**config.mk**
```make
export PLATFORM = sky130hd
export DESIGN_NAME = stepper_half_step_rotator_top_flat
export DESIGN_NICKNAME = d
export VERILOG_FILES = /design/src/rtl/shsr_pkg.sv /design/src/rtl/shsr_if.sv /design/src/rtl/shsr_div.sv /design/src/rtl/shsr_ctrl.sv /design/src/rtl/shsr_dp.sv /design/src/rtl/stepper_half_step_rotator_top.sv /design/src/flat_wrapper.sv
export SDC_FILE = /design/constraint.sdc
export NUM_CORES = 1
export LEC_CHECK = 0
export BUFFER_PORTS_ARGS = -buffer_cell sky130_fd_sc_hd__buf_2
export CORE_ASPECT_RATIO = 0.7
export CORE_UTILIZATION = 64
export DETAILED_ROUTE_END_ITERATION = 6
export GPL_TIMING_DRIVEN = 0
export HOLD_SLACK_MARGIN = 0.02
export MAX_ROUTING_LAYER = met4
export PLACE_DENSITY = 0.82
export SYNTH_ARGS = -nofsm -noshare
export SYNTH_HDL_FRONTEND = slang
export SYNTH_SLANG_ARGS = --single-unit
```
**constraint.sdc**
```tcl
create_clock -name clk -period 7.5 [get_ports clk]
set_input_delay 1.125 -clock clk [delete_from_list [all_inputs] [get_ports clk]]
set_output_delay 1.125 -clock clk [all_outputs]
set_load 0.005 [all_outputs]
```
**src/rtl/shsr_pkg.sv**
```systemverilog
// Shared types, command codes and the half-step pattern table of the stepper driver.
`default_nettype none
package shsr_pkg;

  localparam logic [2:0] CMD_TICK   = 3'd0;
  localparam logic [2:0] CMD_ROTATE = 3'd1;
  localparam logic [2:0] CMD_SET    = 3'd2;
  localparam logic [2:0] CMD_UP     = 3'd3;
  localparam logic [2:0] CMD_DOWN   = 3'd4;

  localparam logic [1:0] ERR_OK         = 2'd0;
  localparam logic [1:0] ERR_ZERO_SPEED = 2'd1;
  localparam logic [1:0] ERR_BUSY       = 2'd2;

  localparam logic [19:0] TICKS_NUMERATOR = 20'd900000;
  // x / 9 == (x * NINTH_RECIP) >> 19 for every x up to 2^16
  localparam logic [15:0] NINTH_RECIP     = 16'd58255;

  typedef enum logic [2:0] {
    ST_IDLE,
    ST_CNT_MUL,
    ST_CNT_ADD,
    ST_PER_GO,
    ST_PER_WAIT
  } shsr_state_t;

  // controller -> datapath
  typedef struct packed {
    logic accept;
    logic div_start;
    logic cnt_mul;
    logic cnt_latch;
    logic commit;
  } shsr_cmd_t;

  // datapath -> controller
  typedef struct packed {
    logic rot_start;
    logic div_done;
  } shsr_sts_t;

  function automatic logic [3:0] half_step(input logic [2:0] idx);
    logic [3:0] pat;
    case (idx)
      3'd0: pat = 4'b1000;
      3'd1: pat = 4'b1010;
      3'd2: pat = 4'b0010;
      3'd3: pat = 4'b0110;
      3'd4: pat = 4'b0100;
      3'd5: pat = 4'b0101;
      3'd6: pat = 4'b0001;
      3'd7: pat = 4'b1001;
      default: pat = 4'b0000;
    endcase
    return pat;
  endfunction

endpackage
`default_nettype wire

```
**src/rtl/shsr_if.sv**
```systemverilog
// Valid/ready channel interfaces for command beats and result beats.
`default_nettype none
interface shsr_in_if;
  logic               valid;
  logic               ready;
  logic [2:0]         command;
  logic signed [15:0] angle;
  logic [15:0]        speed;
  logic [2:0]         step_select;

  modport source (output valid, command, angle, speed, step_select, input ready);
  modport sink   (input valid, command, angle, speed, step_select, output ready);
endinterface

interface shsr_out_if;
  logic       valid;
  logic       ready;
  logic [3:0] coils;
  logic [2:0] step_position;
  logic       busy_res;
  logic [1:0] error;

  modport source (output valid, coils, step_position, busy_res, error, input ready);
  modport sink   (input valid, coils, step_position, busy_res, error, output ready);
endinterface
`default_nettype wire

```
**src/rtl/shsr_div.sv**
```systemverilog
// Restoring divider, one quotient bit per cycle.
`default_nettype none
module shsr_div #(
  parameter int DW = 20,
  parameter int VW = 16
) (
  input  wire logic          clk,
  input  wire logic          rst_n,
  input  wire logic          start,
  input  wire logic [DW-1:0] dividend,
  input  wire logic [VW-1:0] divisor,
  output logic               done,
  output logic [DW-1:0]      quotient
);

  localparam int CW = (DW > 1) ? $clog2(DW) : 1;

  logic [VW-1:0] rem_r, rem_nxt;
  logic [DW-1:0] quo_r, quo_nxt;
  logic [VW-1:0] dvs_r, dvs_nxt;
  logic [CW-1:0] cnt_r, cnt_nxt;
  logic          run_r, run_nxt;
  logic          done_r, done_nxt;
  logic [VW:0]   trial;
  logic          fits;

  always_comb begin
    trial = {rem_r, quo_r[DW-1]};
    fits  = (trial >= {1'b0, dvs_r});
  end

  always_comb begin
    rem_nxt  = rem_r;
    quo_nxt  = quo_r;
    dvs_nxt  = dvs_r;
    cnt_nxt  = cnt_r;
    run_nxt  = run_r;
    done_nxt = 1'b0;
    if (start) begin
      rem_nxt = '0;
      quo_nxt = dividend;
      dvs_nxt = divisor;
      cnt_nxt = CW'(DW - 1);
      run_nxt = 1'b1;
    end else if (run_r) begin
      // remainder stays below the divisor, so VW bits hold it
      rem_nxt = fits ? VW'(trial - {1'b0, dvs_r}) : trial[VW-1:0];
      quo_nxt = {quo_r[DW-2:0], fits};
      cnt_nxt = cnt_r - 1'b1;
      if (cnt_r == '0) begin
        run_nxt  = 1'b0;
        done_nxt = 1'b1;
      end
    end
  end

  always_ff @(posedge clk) begin
    if (!rst_n) begin
      run_r  <= 1'b0;
      done_r <= 1'b0;
      cnt_r  <= '0;
    end else begin
      run_r  <= run_nxt;
      done_r <= done_nxt;
      cnt_r  <= cnt_nxt;
    end
    rem_r <= rem_nxt;
    quo_r <= quo_nxt;
    dvs_r <= dvs_nxt;
  end

  assign done     = done_r;
  assign quotient = quo_r;

endmodule
`default_nettype wire

```
**src/rtl/shsr_ctrl.sv**
```systemverilog
// Controller: handshakes and sequencing of a rotate start.
`default_nettype none
module shsr_ctrl (
  input  wire logic            clk,
  input  wire logic            rst_n,
  input  wire logic            in_valid,
  output logic                 in_ready,
  output logic                 out_valid,
  input  wire logic            out_ready,
  input  wire shsr_pkg::shsr_sts_t sts,
  output shsr_pkg::shsr_cmd_t  cmd
);

  shsr_pkg::shsr_state_t state_r, state_nxt;
  logic out_valid_r, out_valid_nxt;
  logic accept;

  assign in_ready = (state_r == shsr_pkg::ST_IDLE) && (!out_valid_r || out_ready);
  assign accept   = in_valid && in_ready;

  always_comb begin
    state_nxt = state_r;
    case (state_r)
      shsr_pkg::ST_IDLE:     if (accept && sts.rot_start) state_nxt = shsr_pkg::ST_CNT_MUL;
      shsr_pkg::ST_CNT_MUL:  state_nxt = shsr_pkg::ST_CNT_ADD;
      shsr_pkg::ST_CNT_ADD:  state_nxt = shsr_pkg::ST_PER_GO;
      shsr_pkg::ST_PER_GO:   state_nxt = shsr_pkg::ST_PER_WAIT;
      shsr_pkg::ST_PER_WAIT: if (sts.div_done) state_nxt = shsr_pkg::ST_IDLE;
      default:               state_nxt = shsr_pkg::ST_IDLE;
    endcase
  end

  always_comb begin
    cmd           = '0;
    cmd.accept    = accept;
    cmd.cnt_mul   = (state_r == shsr_pkg::ST_CNT_MUL);
    cmd.cnt_latch = (state_r == shsr_pkg::ST_CNT_ADD);
    cmd.div_start = (state_r == shsr_pkg::ST_PER_GO);
    cmd.commit    = (state_r == shsr_pkg::ST_PER_WAIT) && sts.div_done;
  end

  // result register: a beat that starts no rotation, or a rotate commit, loads it; taking the result empties it
  always_comb begin
    out_valid_nxt = out_valid_r;
    if (out_ready) out_valid_nxt = 1'b0;
    if ((accept && !sts.rot_start) || cmd.commit) out_valid_nxt = 1'b1;
  end

  always_ff @(posedge clk) begin
    if (!rst_n) begin
      state_r     <= shsr_pkg::ST_IDLE;
      out_valid_r <= 1'b0;
    end else begin
      state_r     <= state_nxt;
      out_valid_r <= out_valid_nxt;
    end
  end

  assign out_valid = out_valid_r;

endmodule
`default_nettype wire

```
**src/rtl/shsr_dp.sv**
```systemverilog
// Datapath: step state, coil pattern, rotate arithmetic and the result register.
`default_nettype none
module shsr_dp (
  input  wire logic               clk,
  input  wire logic               rst_n,
  input  wire logic [2:0]         in_command,
  input  wire logic signed [15:0] in_angle,
  input  wire logic [15:0]        in_speed,
  input  wire logic [2:0]         in_step_select,
  input  wire shsr_pkg::shsr_cmd_t cmd,
  output shsr_pkg::shsr_sts_t     sts,
  output logic [3:0]              out_coils,
  output logic [2:0]              out_step_position,
  output logic                    out_busy_res,
  output logic [1:0]              out_error
);

  logic [2:0]  idx_r, idx_nxt;
  logic [3:0]  pat_r, pat_nxt;
  logic [15:0] steps_r, steps_nxt;
  logic [19:0] delay_r, delay_nxt;
  logic [19:0] period_r, period_nxt;
  logic        up_r, up_nxt;
  logic [1:0]  err;

  logic [16:0] mag_r;
  logic [13:0] ninth_r;
  logic [15:0] speed_r;
  logic        neg_r;
  logic [15:0] count_r;

  logic [3:0]  coils_r;
  logic [2:0]  pos_r;
  logic        busy_out_r;
  logic [1:0]  err_r;

  logic        busy;
  logic [16:0] mag;
  logic [32:0] ninth_prod;
  logic [16:0] count_sum;
  logic [19:0] delay_dec;
  logic        div_done;
  logic [19:0] div_quo;

  assign busy  = (steps_r != '0) || (delay_r != '0);
  assign mag   = in_angle[15] ? (17'h10000 - {1'b0, in_angle}) : {1'b0, in_angle};
  assign delay_dec = delay_r - 1'b1;

  // |angle| * 10 / 9 == |angle| + |angle| / 9
  assign ninth_prod = {16'b0, mag_r} * {17'b0, shsr_pkg::NINTH_RECIP};
  assign count_sum  = mag_r + {3'b000, ninth_r};

  assign sts.rot_start = (in_command == shsr_pkg::CMD_ROTATE) && !busy && (in_speed != '0);
  assign sts.div_done  = div_done;

  shsr_div #(.DW(20), .VW(16)) u_div (
    .clk      (clk),
    .rst_n    (rst_n),
    .start    (cmd.div_start),
    .dividend (shsr_pkg::TICKS_NUMERATOR),
    .divisor  (speed_r),
    .done     (div_done),
    .quotient (div_quo)
  );

  always_comb begin
    idx_nxt    = idx_r;
    pat_nxt    = pat_r;
    steps_nxt  = steps_r;
    delay_nxt  = delay_r;
    period_nxt = period_r;
    up_nxt     = up_r;
    err        = shsr_pkg::ERR_OK;
    if (cmd.accept && !sts.rot_start) begin
      if (in_command == shsr_pkg::CMD_TICK) begin
        if (delay_r != '0) begin
          delay_nxt = delay_dec;
          if (delay_dec == '0 && steps_r != '0) begin
            idx_nxt   = up_r ? idx_r + 3'd1 : idx_r - 3'd1;
            pat_nxt   = shsr_pkg::half_step(idx_nxt);
            steps_nxt = steps_r - 16'd1;
            delay_nxt = period_r;
          end
        end
      end else if (in_command <= shsr_pkg::CMD_DOWN && busy) begin
        err = shsr_pkg::ERR_BUSY;
      end else if (in_command == shsr_pkg::CMD_ROTATE) begin
        err = shsr_pkg::ERR_ZERO_SPEED;
      end else if (in_command == shsr_pkg::CMD_SET) begin
        pat_nxt = shsr_pkg::half_step(in_step_select);
      end else if (in_command == shsr_pkg::CMD_UP) begin
        idx_nxt = idx_r + 3'd1;
        pat_nxt = shsr_pkg::half_step(idx_nxt);
      end else if (in_command == shsr_pkg::CMD_DOWN) begin
        idx_nxt = idx_r - 3'd1;
        pat_nxt = shsr_pkg::half_step(idx_nxt);
      end
    end else if (cmd.commit && count_r != '0) begin
      // first step is taken at once, the rest on period expiry
      up_nxt     = !neg_r;
      period_nxt = div_quo;
      idx_nxt    = neg_r ? idx_r - 3'd1 : idx_r + 3'd1;
      pat_nxt    = shsr_pkg::half_step(idx_nxt);
      steps_nxt  = count_r - 16'd1;
      delay_nxt  = div_quo;
    end
  end

  always_ff @(posedge clk) begin
    if (!rst_n) begin
      idx_r    <= '0;
      pat_r    <= '0;
      steps_r  <= '0;
      delay_r  <= '0;
      period_r <= '0;
      up_r     <= 1'b0;
    end else begin
      idx_r    <= idx_nxt;
      pat_r    <= pat_nxt;
      steps_r  <= steps_nxt;
      delay_r  <= delay_nxt;
      period_r <= period_nxt;
      up_r     <= up_nxt;
    end
  end

  always_ff @(posedge clk) begin
    if (cmd.accept) begin
      mag_r   <= mag;
      speed_r <= in_speed;
      neg_r   <= in_angle[15];
    end
    if (cmd.cnt_mul) ninth_r <= ninth_prod[32:19];
    if (cmd.cnt_latch) count_r <= count_sum[15:0];
    if ((cmd.accept && !sts.rot_start) || cmd.commit) begin
      coils_r    <= pat_nxt;
      pos_r      <= idx_nxt;
      busy_out_r <= (steps_nxt != '0) || (delay_nxt != '0);
      err_r      <= err;
    end
  end

  assign out_coils         = coils_r;
  assign out_step_position = pos_r;
  assign out_busy_res      = busy_out_r;
  assign out_error         = err_r;

endmodule
`default_nettype wire

```
**src/rtl/stepper_half_step_rotator_top.sv**
```systemverilog
// Half-step stepper driver top level: controller, datapath and channel wiring.
//
// Usage:
//   in_bus carries command beats: tick (one per microsecond), rotate
//   (angle, speed), set pattern (step_select), step up, step down.
//   out_bus returns one result beat per command beat: coil drive, step
//   position, busy flag and error code.
//   Latency: all commands but an accepted rotate give their result in the
//   cycle after the beat, and a new beat may be taken every cycle.
//   A rotate start forms the step count (multiply by a reciprocal of
//   nine, then add), then runs a division for the tick period from
//   speed; its result arrives once the division is done, and no beat is
//   taken meanwhile.
//   The result register decouples the channels: a new beat is taken while
//   the last result is being taken; while out_bus stalls, in_ready is low.
//   Reset (rst_n low, synchronous): step index and coil pattern go to zero, no
//   rotation is pending and the result register is empty.
`default_nettype none
module stepper_half_step_rotator_top (
  input  wire logic   clk,
  input  wire logic   rst_n,
  shsr_in_if.sink     in_bus,
  shsr_out_if.source  out_bus
);

  shsr_pkg::shsr_cmd_t cmd;
  shsr_pkg::shsr_sts_t sts;

  shsr_ctrl u_ctrl (
    .clk       (clk),
    .rst_n     (rst_n),
    .in_valid  (in_bus.valid),
    .in_ready  (in_bus.ready),
    .out_valid (out_bus.valid),
    .out_ready (out_bus.ready),
    .sts       (sts),
    .cmd       (cmd)
  );

  shsr_dp u_dp (
    .clk               (clk),
    .rst_n             (rst_n),
    .in_command        (in_bus.command),
    .in_angle          (in_bus.angle),
    .in_speed          (in_bus.speed),
    .in_step_select    (in_bus.step_select),
    .cmd               (cmd),
    .sts               (sts),
    .out_coils         (out_bus.coils),
    .out_step_position (out_bus.step_position),
    .out_busy_res      (out_bus.busy_res),
    .out_error         (out_bus.error)
  );

endmodule
`default_nettype wire
```
**src/flat_wrapper.sv**
```systemverilog
// flat-port wrapper written by rule: the top's interface ports become plain ports
module stepper_half_step_rotator_top_flat 
  (clk, rst_n, in_bus_valid, in_bus_command, in_bus_angle, in_bus_speed, in_bus_step_select, in_bus_ready, out_bus_valid, out_bus_coils, out_bus_step_position, out_bus_busy_res, out_bus_error, out_bus_ready);
  shsr_in_if in_bus_i ();
  shsr_out_if out_bus_i ();
  input  wire logic clk;
  input  wire logic rst_n;
  input wire logic [$bits(in_bus_i.valid)-1:0] in_bus_valid;
  input wire logic [$bits(in_bus_i.command)-1:0] in_bus_command;
  input wire logic [$bits(in_bus_i.angle)-1:0] in_bus_angle;
  input wire logic [$bits(in_bus_i.speed)-1:0] in_bus_speed;
  input wire logic [$bits(in_bus_i.step_select)-1:0] in_bus_step_select;
  output wire logic [$bits(in_bus_i.ready)-1:0] in_bus_ready;
  output wire logic [$bits(out_bus_i.valid)-1:0] out_bus_valid;
  output wire logic [$bits(out_bus_i.coils)-1:0] out_bus_coils;
  output wire logic [$bits(out_bus_i.step_position)-1:0] out_bus_step_position;
  output wire logic [$bits(out_bus_i.busy_res)-1:0] out_bus_busy_res;
  output wire logic [$bits(out_bus_i.error)-1:0] out_bus_error;
  input wire logic [$bits(out_bus_i.ready)-1:0] out_bus_ready;
  assign in_bus_i.valid = in_bus_valid;
  assign in_bus_i.command = in_bus_command;
  assign in_bus_i.angle = in_bus_angle;
  assign in_bus_i.speed = in_bus_speed;
  assign in_bus_i.step_select = in_bus_step_select;
  assign in_bus_ready = in_bus_i.ready;
  assign out_bus_valid = out_bus_i.valid;
  assign out_bus_coils = out_bus_i.coils;
  assign out_bus_step_position = out_bus_i.step_position;
  assign out_bus_busy_res = out_bus_i.busy_res;
  assign out_bus_error = out_bus_i.error;
  assign out_bus_i.ready = out_bus_ready;
  stepper_half_step_rotator_top u_core (.clk(clk), .rst_n(rst_n), .in_bus(in_bus_i), .out_bus(out_bus_i));
endmodule
```
==> flow_summary.ini, run 1 <==
[sta]
rsz0062_at_grt = false
slew_headroom = 0.277
tns_ps = 0
timing.final.crit_period_ps = 7070
holdWs_ps = 422
max_freq_mhz = 141
post-route-period-util = 0.943
skew_ps = 15.1
hold_viol_final = 0
worstMarginPinSlew_ps = 1070
setup_viol = 0
drv_slew = 0

[global_route]
grt_max_degree = 26
antenna_found_initial = 0
grt_pass1_vias = 11700
grt_pass1_wl_microns = 64600
grt_usage = 0.371
overflow = 0

[routing]
drt-pass1-iter-count = 6
vias_per_cell = 6.29
drt-initial-drc-count = 1450
ant_nets = 0
drt-wirelength-per-cell_microns = 21.4
drc = 0
wl_microns = 42000
vias = 12400

[cts]
cts_tree = built
clkSinkCount = 201
htree_levels = 1
clk_latency_ps = 530
post-cts-setup-buffer-count = 0
cts_made_buffers = 22
ctsHoldBuffers = 0
cts.clk_slew.worst_paths_ps = 60
clock_path_buffers = 3
root_buffer = clkbuf_16

[logic_synthesis]
synth-async-reset-ratio = 0
yosysWarningCount = 0
synth_flop_cell = dfxtp_1
syn_inst = 1558
ys_seq_elements = 201
syn-cell-area_sq_um = 14900
synth_edf_count = 90
syn_nets = 1839
avgSynthCellArea_sq_um = 9.55
ys_types = 85
ys_seq_area_frac = 0.331

[die]
core_area_sq_um = 22700
fp.dieW_microns = 184
num_io_pins = 54
fp.dieArea_sq_um = 23900
die_y_microns = 130
start_util = 0.655
rows = 46

[power]
p_leak_nw = 7.19
internal_power_mw = 3.86
powerDensity_nw_per_um2 = 418
p_sw_frac = 0.437
comb_power_share = 0.614
peakVddDrop_v = 0.000863
power_mw = 6.85
power_frac_clock = 0.172
p_seq_frac = 0.214
p_sw_mw = 2.99

[cells_and_area]
finish.instance_area_sq_um = 16400
fillers = 1706
fin_util = 0.721
seq_area_sq_um = 4920
multi_input_area_sq_um = 9050
nets = 1918
drive_gt1_frac = 0.0841
syn2layout_area_growth_pct = 10.1
diodes = 0

[min_path]
hold_class = reg -> reg
hold_path.startpoint = u_core.u_dp.speed_r[12]$_DFFE_PP_
hold_path_end = u_core.u_dp.u_div.dvs_r[12]$_DFFE_PP_
hold_depth = 0

[setup_path]
cp_max_fo = 4
crit_required_ps = 7760
reg2regPathDepth = 23
crit_path_end_kind = flip-flop
critPathLaunchType = flip-flop
crit_arrival_ps = 7330
reg2reg_from = u_core.u_dp.mag_r[1]$_DFFE_PP_
worst-setup-path-type = reg -> reg
reg2reg_to = u_core.u_dp.ninth_r[13]$_DFFE_PP_
reg2reg_slack_ps = 430

[run]
maxCapViolations = 0

[place]
place_area_sq_um = 15600
gp_congestion = 0.993
dp_hpwl_microns = 33100
io_buffer_count = 52

[run_status]
status = completed
==> through the flow <==
| step | setup WS, ps | instances |
|---|---|---|
| floorplan | 1540 | 1558 |
| global placement | 280 | 1922 |
| detailed placement | 198 | 1925 |
| CTS | 149 | 1965 |
| global route | 142 | 1965 |
| finish | 429 | 1965 |
==> power groups by stage <==
stage | Clock [mW] | Combinational (mW) | Sequential [mW]
global placement | 0 | 3.89 | 1.49
detailed placement | 0 | 4.06 | 1.49
global route | 1.22 | 4.71 | 1.48
finish | 1.18 | 4.20 | 1.47
floorplan | 0 | 3.08 | 1.46
CTS | 1.18 | 4.10 | 1.46
==> worst max path at each step <==
stage,startpoint,slack [ps],to
finish,u_core.u_dp.mag_r[1]$_DFFE_PP_,430,u_core.u_dp.ninth_r[13]$_DFFE_PP_
global route,u_core.u_dp.mag_r[1]$_DFFE_PP_,140,u_core.u_dp.ninth_r[13]$_DFFE_PP_
CTS,u_core.u_dp.mag_r[1]$_DFFE_PP_,150,u_core.u_dp.ninth_r[13]$_DFFE_PP_
detailed placement,u_core.u_dp.mag_r[1]$_DFFE_PP_,200,u_core.u_dp.ninth_r[13]$_DFFE_PP_
global placement,u_core.u_dp.mag_r[1]$_DFFE_PP_,280,u_core.u_dp.ninth_r[13]$_DFFE_PP_
floorplan,u_core.u_dp.mag_r[7]$_DFFE_PP_,1540,u_core.u_dp.ninth_r[13]$_DFFE_PP_
==> what timing repair did <==
item,in CTS,in global routing
resized for setup,0,2
endpoints found under the setup margin,0,3
endpoints found under the hold margin,0,0
==> sequential cells by signal, summed over array words and instances, names as in the netlist, 5 cells and up <==
name	cells
u_core.u_dp.mag_r	17
u_core.u_dp.u_div.dvs_r	16
u_core.u_dp.delay_r	20
u_core.u_dp.count_r	16
u_core.u_dp.steps_r	16
u_core.u_dp.speed_r	16
u_core.u_dp.ninth_r	14
u_core.u_dp.u_div.rem_r	16
u_core.u_dp.period_r	20
u_core.u_dp.u_div.cnt_r	5
u_core.u_dp.u_div.quotient	20
==> kinds of logic after synthesis <==
group,after synthesis,share of synthesized area
buffers and inverters,238,0.0627
muxes,45,0.0309
xor gates and xnor gates,80,0.0471
AOI/OAI and AO/OA,300,0.131
and+or+nand+nor,453,0.156
adders and majority gates,240,0.240
DFF,201,0.331
other,1,0.000252
==> final cells by class <==
class                           instances  area share
Timing Repair Buffer                   55      0.0189
Tap cell                              312      0.0238
Inverter                              186      0.0426
Clock buffer                           33      0.0433
Buffer                                 52      0.0144
Sequential cell                       201       0.301
Multi-Input combinational cell       1119       0.552
Clock inverter                          7     0.00435
==> cell usage after synthesis, drive strengths merged, types with 4 or more instances <==
cell | n | share of area
o31ai | 11 | 0.0055
nand4 | 14 | 0.0059
a221oi | 7 | 0.0041
a21o | 12 | 0.0061
a21boi | 7 | 0.0035
a2111oi | 4 | 0.0024
nand2 | 124 | 0.031
or4 | 12 | 0.0063
o311ai | 6 | 0.0035
nand2b | 10 | 0.0042
a311oi | 4 | 0.0028
inv | 185 | 0.047
ha | 162 | 0.14
nor3b | 5 | 0.0025
and2 | 23 | 0.0097
nor2b | 14 | 0.0059
o2111ai | 4 | 0.0024
o41ai | 6 | 0.0045
o21a | 6 | 0.0030
clkbuf | 35 | 0.0088
mux2 | 8 | 0.0061
and3 | 7 | 0.0033
nor4b | 9 | 0.0061
nand3 | 22 | 0.0074
nand4b | 4 | 0.0024
nand3b | 6 | 0.0030
or2 | 6 | 0.0025
o21ai | 45 | 0.015
o22ai | 9 | 0.0038
or3 | 14 | 0.0059
nor4 | 24 | 0.012
fa | 77 | 0.10
nor2 | 104 | 0.026
dfxtp | 111 | 0.15
xor2 | 24 | 0.014
a21oi | 108 | 0.036
a31oi | 13 | 0.0055
mux2i | 37 | 0.025
xnor2 | 56 | 0.033
buf | 17 | 0.0070
a211oi | 16 | 0.0081
nor3 | 49 | 0.018
o211ai | 12 | 0.0061
edfxtp | 90 | 0.18
==> per-layer routing <==
layer | wire length, microns | part of all wire | GRT usage
met1 | 18800 | 0.45 | 0.545
met2 | 16400 | 0.39 | 0.497
met3 | 6140 | 0.15 | 0.116
met4 | 641 | 0.015 | 0.0667
met5 | 0 | 0 | -
==> worst max-delay path, cell delays in order (launching register included) <==
cell and delay, ps:
edfxtp_1 540, inv_1 220, fa_1 560, inv_1 80
ha_1 310, inv_1 60, fa_1 510, inv_1 70
fa_1 500, fa_1 550, inv_1 60, fa_1 530
inv_1 40, ha_1 290, a22oi_1 180, nand2_1 100
o31ai_1 430, nand4b_1 310, a31oi_1 550, o31a_1 280
a21oi_1 130, a21oi_1 240, o21bai_1 110, xnor2_1 140
==> cells in the final DEF, fill, tap and decap left out, drive strengths merged, types with 7 or more instances in the layout <==
cell type and instances:
and3 7, and2 23, a221oi 7, a21o 12, xnor2 56, nor4 24, a31oi 13, mux2i 37
nor3 49, nand2 124, o21ai 45, a21oi 108, o211ai 12, or4 12, a211oi 16, buf 72
edfxtp 90, mux2 8, nor2 104, nand3 22, nor2b 14, nand4 14, inv 189, xor2 24
o31ai 11, ha 162, nand2b 10, or3 14, a21boi 7, fa 77, dfxtp 111, nor4b 9
clkbuf 68, o22ai 9
Note: power is estimated with default switching activity, not from simulation.
==> run 2: changes to the inputs <==
Settings changed: GPL_TIMING_DRIVEN 0 to default.
==> flow_summary.ini, run 2 (same netlist as run 1, synthesis figures left out) <==
[power]
internal_power_mw = 3.74
p_leak_nw = 7.06
power_frac_clock = 0.147
powerDensity_nw_per_um2 = 426
p_sw_mw = 3.12
comb_power_share = 0.640
p_sw_frac = 0.455
power_mw = 6.86
p_seq_frac = 0.213
peakVddDrop_v = 0.000477

[cts]
cts_tree = built
htree_levels = 1
clk_latency_ps = 500
ctsHoldBuffers = 0
clock_path_buffers = 3
cts_made_buffers = 21
post-cts-setup-buffer-count = 0
cts_resized = 0
cts.clk_slew.worst_paths_ps = 60
root_buffer = clkbuf_16
clkSinkCount = 201

[setup_path]
reg2reg_from = u_core.u_dp.mag_r[7]$_DFFE_PP_
worst-setup-path-type = reg -> reg
crit_arrival_ps = 7210
cp_max_fo = 5
reg2reg_to = u_core.u_dp.ninth_r[13]$_DFFE_PP_
reg2reg_slack_ps = 540
critPathMaxStageDelay_ps = 700
reg2regPathDepth = 21
crit_path_top_delay_cell = a2111oi_0
crit_required_ps = 7750
crit_path_end_kind = flip-flop
cp_cell_sequence = fa_1 -> ha_1 -> inv_1 -> fa_1 -> inv_1 -> fa_1 -> fa_1 -> inv_1 -> fa_1 -> inv_1 -> ha_1 -> o21ai_0 -> a2111oi_0 -> o31ai_1 -> nand4b_1 -> a31oi_1 -> o31a_1 -> a21oi_1 -> a21oi_1 -> o21bai_1 -> xnor2_1
critPathLaunchType = flip-flop
crit_top_cell = fa_1

[die]
core_area_sq_um = 22700
rows = 46
num_io_pins = 54
fp.dieArea_sq_um = 23900
start_util = 0.655
die_y_microns = 130
fp.dieW_microns = 184

[sta]
worstMarginPinSlew_ps = 1160
rsz0062_at_grt = false
skew_ps = 10.4
max_freq_mhz = 144
drv_slew = 0
post-route-period-util = 0.928
slew_headroom = 0.225
setup_viol = 0
hold_viol_final = 0
tns_ps = 0
timing.final.crit_period_ps = 6960

[global_route]
grt_pass1_wl_microns = 65100
overflow = 0
grt_pass1_vias = 11100
grt_usage = 0.374
grt_max_degree = 60
antenna_found_initial = 1

[min_path]
hold_path.startpoint = u_core.u_dp.speed_r[9]$_DFFE_PP_
hold_class = reg -> reg
hold_path_end = u_core.u_dp.u_div.dvs_r[9]$_DFFE_PP_
hold_depth = 0

[routing]
drt-pass1-iter-count = 6
drt-initial-drc-count = 1365
ant_nets = 0
drt-wirelength-per-cell_microns = 21.9
drc = 0
vias_per_cell = 6.27
vias = 12100
wl_microns = 42100

[cells_and_area]
layout_commonest_cell = inv_1
drive_gt1_frac = 0.0820
instances_no_fill = 1922
nets = 1876
final_cell_mix = inv_1, ha_1, nand2_1
finish.instance_area_sq_um = 16100
fillers = 1699
syn2layout_area_growth_pct = 8.08

[run]
maxCapViolations = 0

[place]
dp_cells = 1884
place_area_sq_um = 15400
io_buffer_count = 53
dp_hpwl_microns = 32500
gp_congestion = 1.03

[run_status]
status = completed
## run 2: cell count changes in the layout (fill, tap and decap cells not counted), moves of 2 or more
cell	before	now
clkinv_2	1	4
clkbuf_16	26	22
buf_2	60	53
clkbuf_1	36	5
inv_4	3	0
buf_4	0	13
clkbuf_2	3	1
buf_6	6	0
buf_1	5	0
## run 2: worst max-delay path, delay by kind of cell (launching register included)
kind	cells	cell delay, ps
flip-flops	1	520
AO/OA/AOI/OAI	8	2170
buffers and inverters	4	270
AND/OR/NAND/NOR	1	340
XOR/XNOR	1	70
adder cells (fa/ha/maj)	7	3320
## run 2: area by class of cell
cell class | count | area [sq um] | share of cell area
Multi-Input combinational cell | 1119 | 9060 | 0.563
Sequential cell | 201 | 4930 | 0.306
Inverter | 186 | 698 | 0.0434
Clock buffer | 30 | 602 | 0.0374
Tap cell | 312 | 390 | 0.0243
Timing Repair Buffer | 66 | 363 | 0.0226
Clock inverter | 7 | 46.3 | 0.00288
Antenna cell | 1 | 2.50 | 0.000156
## run 2: worst max path at each step
| stage | startpoint | end | slack (ps) | cells after the start |
|---|---|---|---|---|
| final | u_core.u_dp.mag_r[7]$_DFFE_PP_ | u_core.u_dp.ninth_r[13]$_DFFE_PP_ | 540 | 21 |
| after global routing | u_core.u_dp.mag_r[7]$_DFFE_PP_ | u_core.u_dp.ninth_r[13]$_DFFE_PP_ | 110 | 21 |
| after CTS | u_core.u_dp.mag_r[7]$_DFFE_PP_ | u_core.u_dp.ninth_r[13]$_DFFE_PP_ | 620 | 21 |
| after detailed placement | u_core.u_dp.mag_r[7]$_DFFE_PP_ | u_core.u_dp.ninth_r[13]$_DFFE_PP_ | 650 | 21 |
| after global placement | u_core.u_dp.mag_r[7]$_DFFE_PP_ | u_core.u_dp.ninth_r[13]$_DFFE_PP_ | 970 | 21 |
| after floorplan | u_core.u_dp.mag_r[7]$_DFFE_PP_ | u_core.u_dp.ninth_r[13]$_DFFE_PP_ | 1540 | 21 |
## run 2: metal layers
layer  vias up  routed length [microns]  GRT usage
met5         -                        0          -
met4         0                      473     0.0471
met3        48                     5260      0.102
met2       600                    15800      0.474
met1      5816                    20600      0.588
li1       5587                        -          -
## run 2: stage by stage
step	hold slack [ps]	setup WS (ps)	utilization
finish	422	537	0.707
global route	428	112	0.707
CTS	421	618	0.707
detailed placement	406	648	0.679
global placement	403	975	0.679
floorplan	400	1540	-
## run 2: power groups by stage
stage               clock, mW  combinational, mW  sequential [mW]
detailed placement          0               4.25             1.48
floorplan                   0               3.08             1.46
global placement            0               4.07             1.48
finish                   1.01               4.39             1.46
global route             1.06               4.91             1.47
CTS                      1.01               4.32             1.46
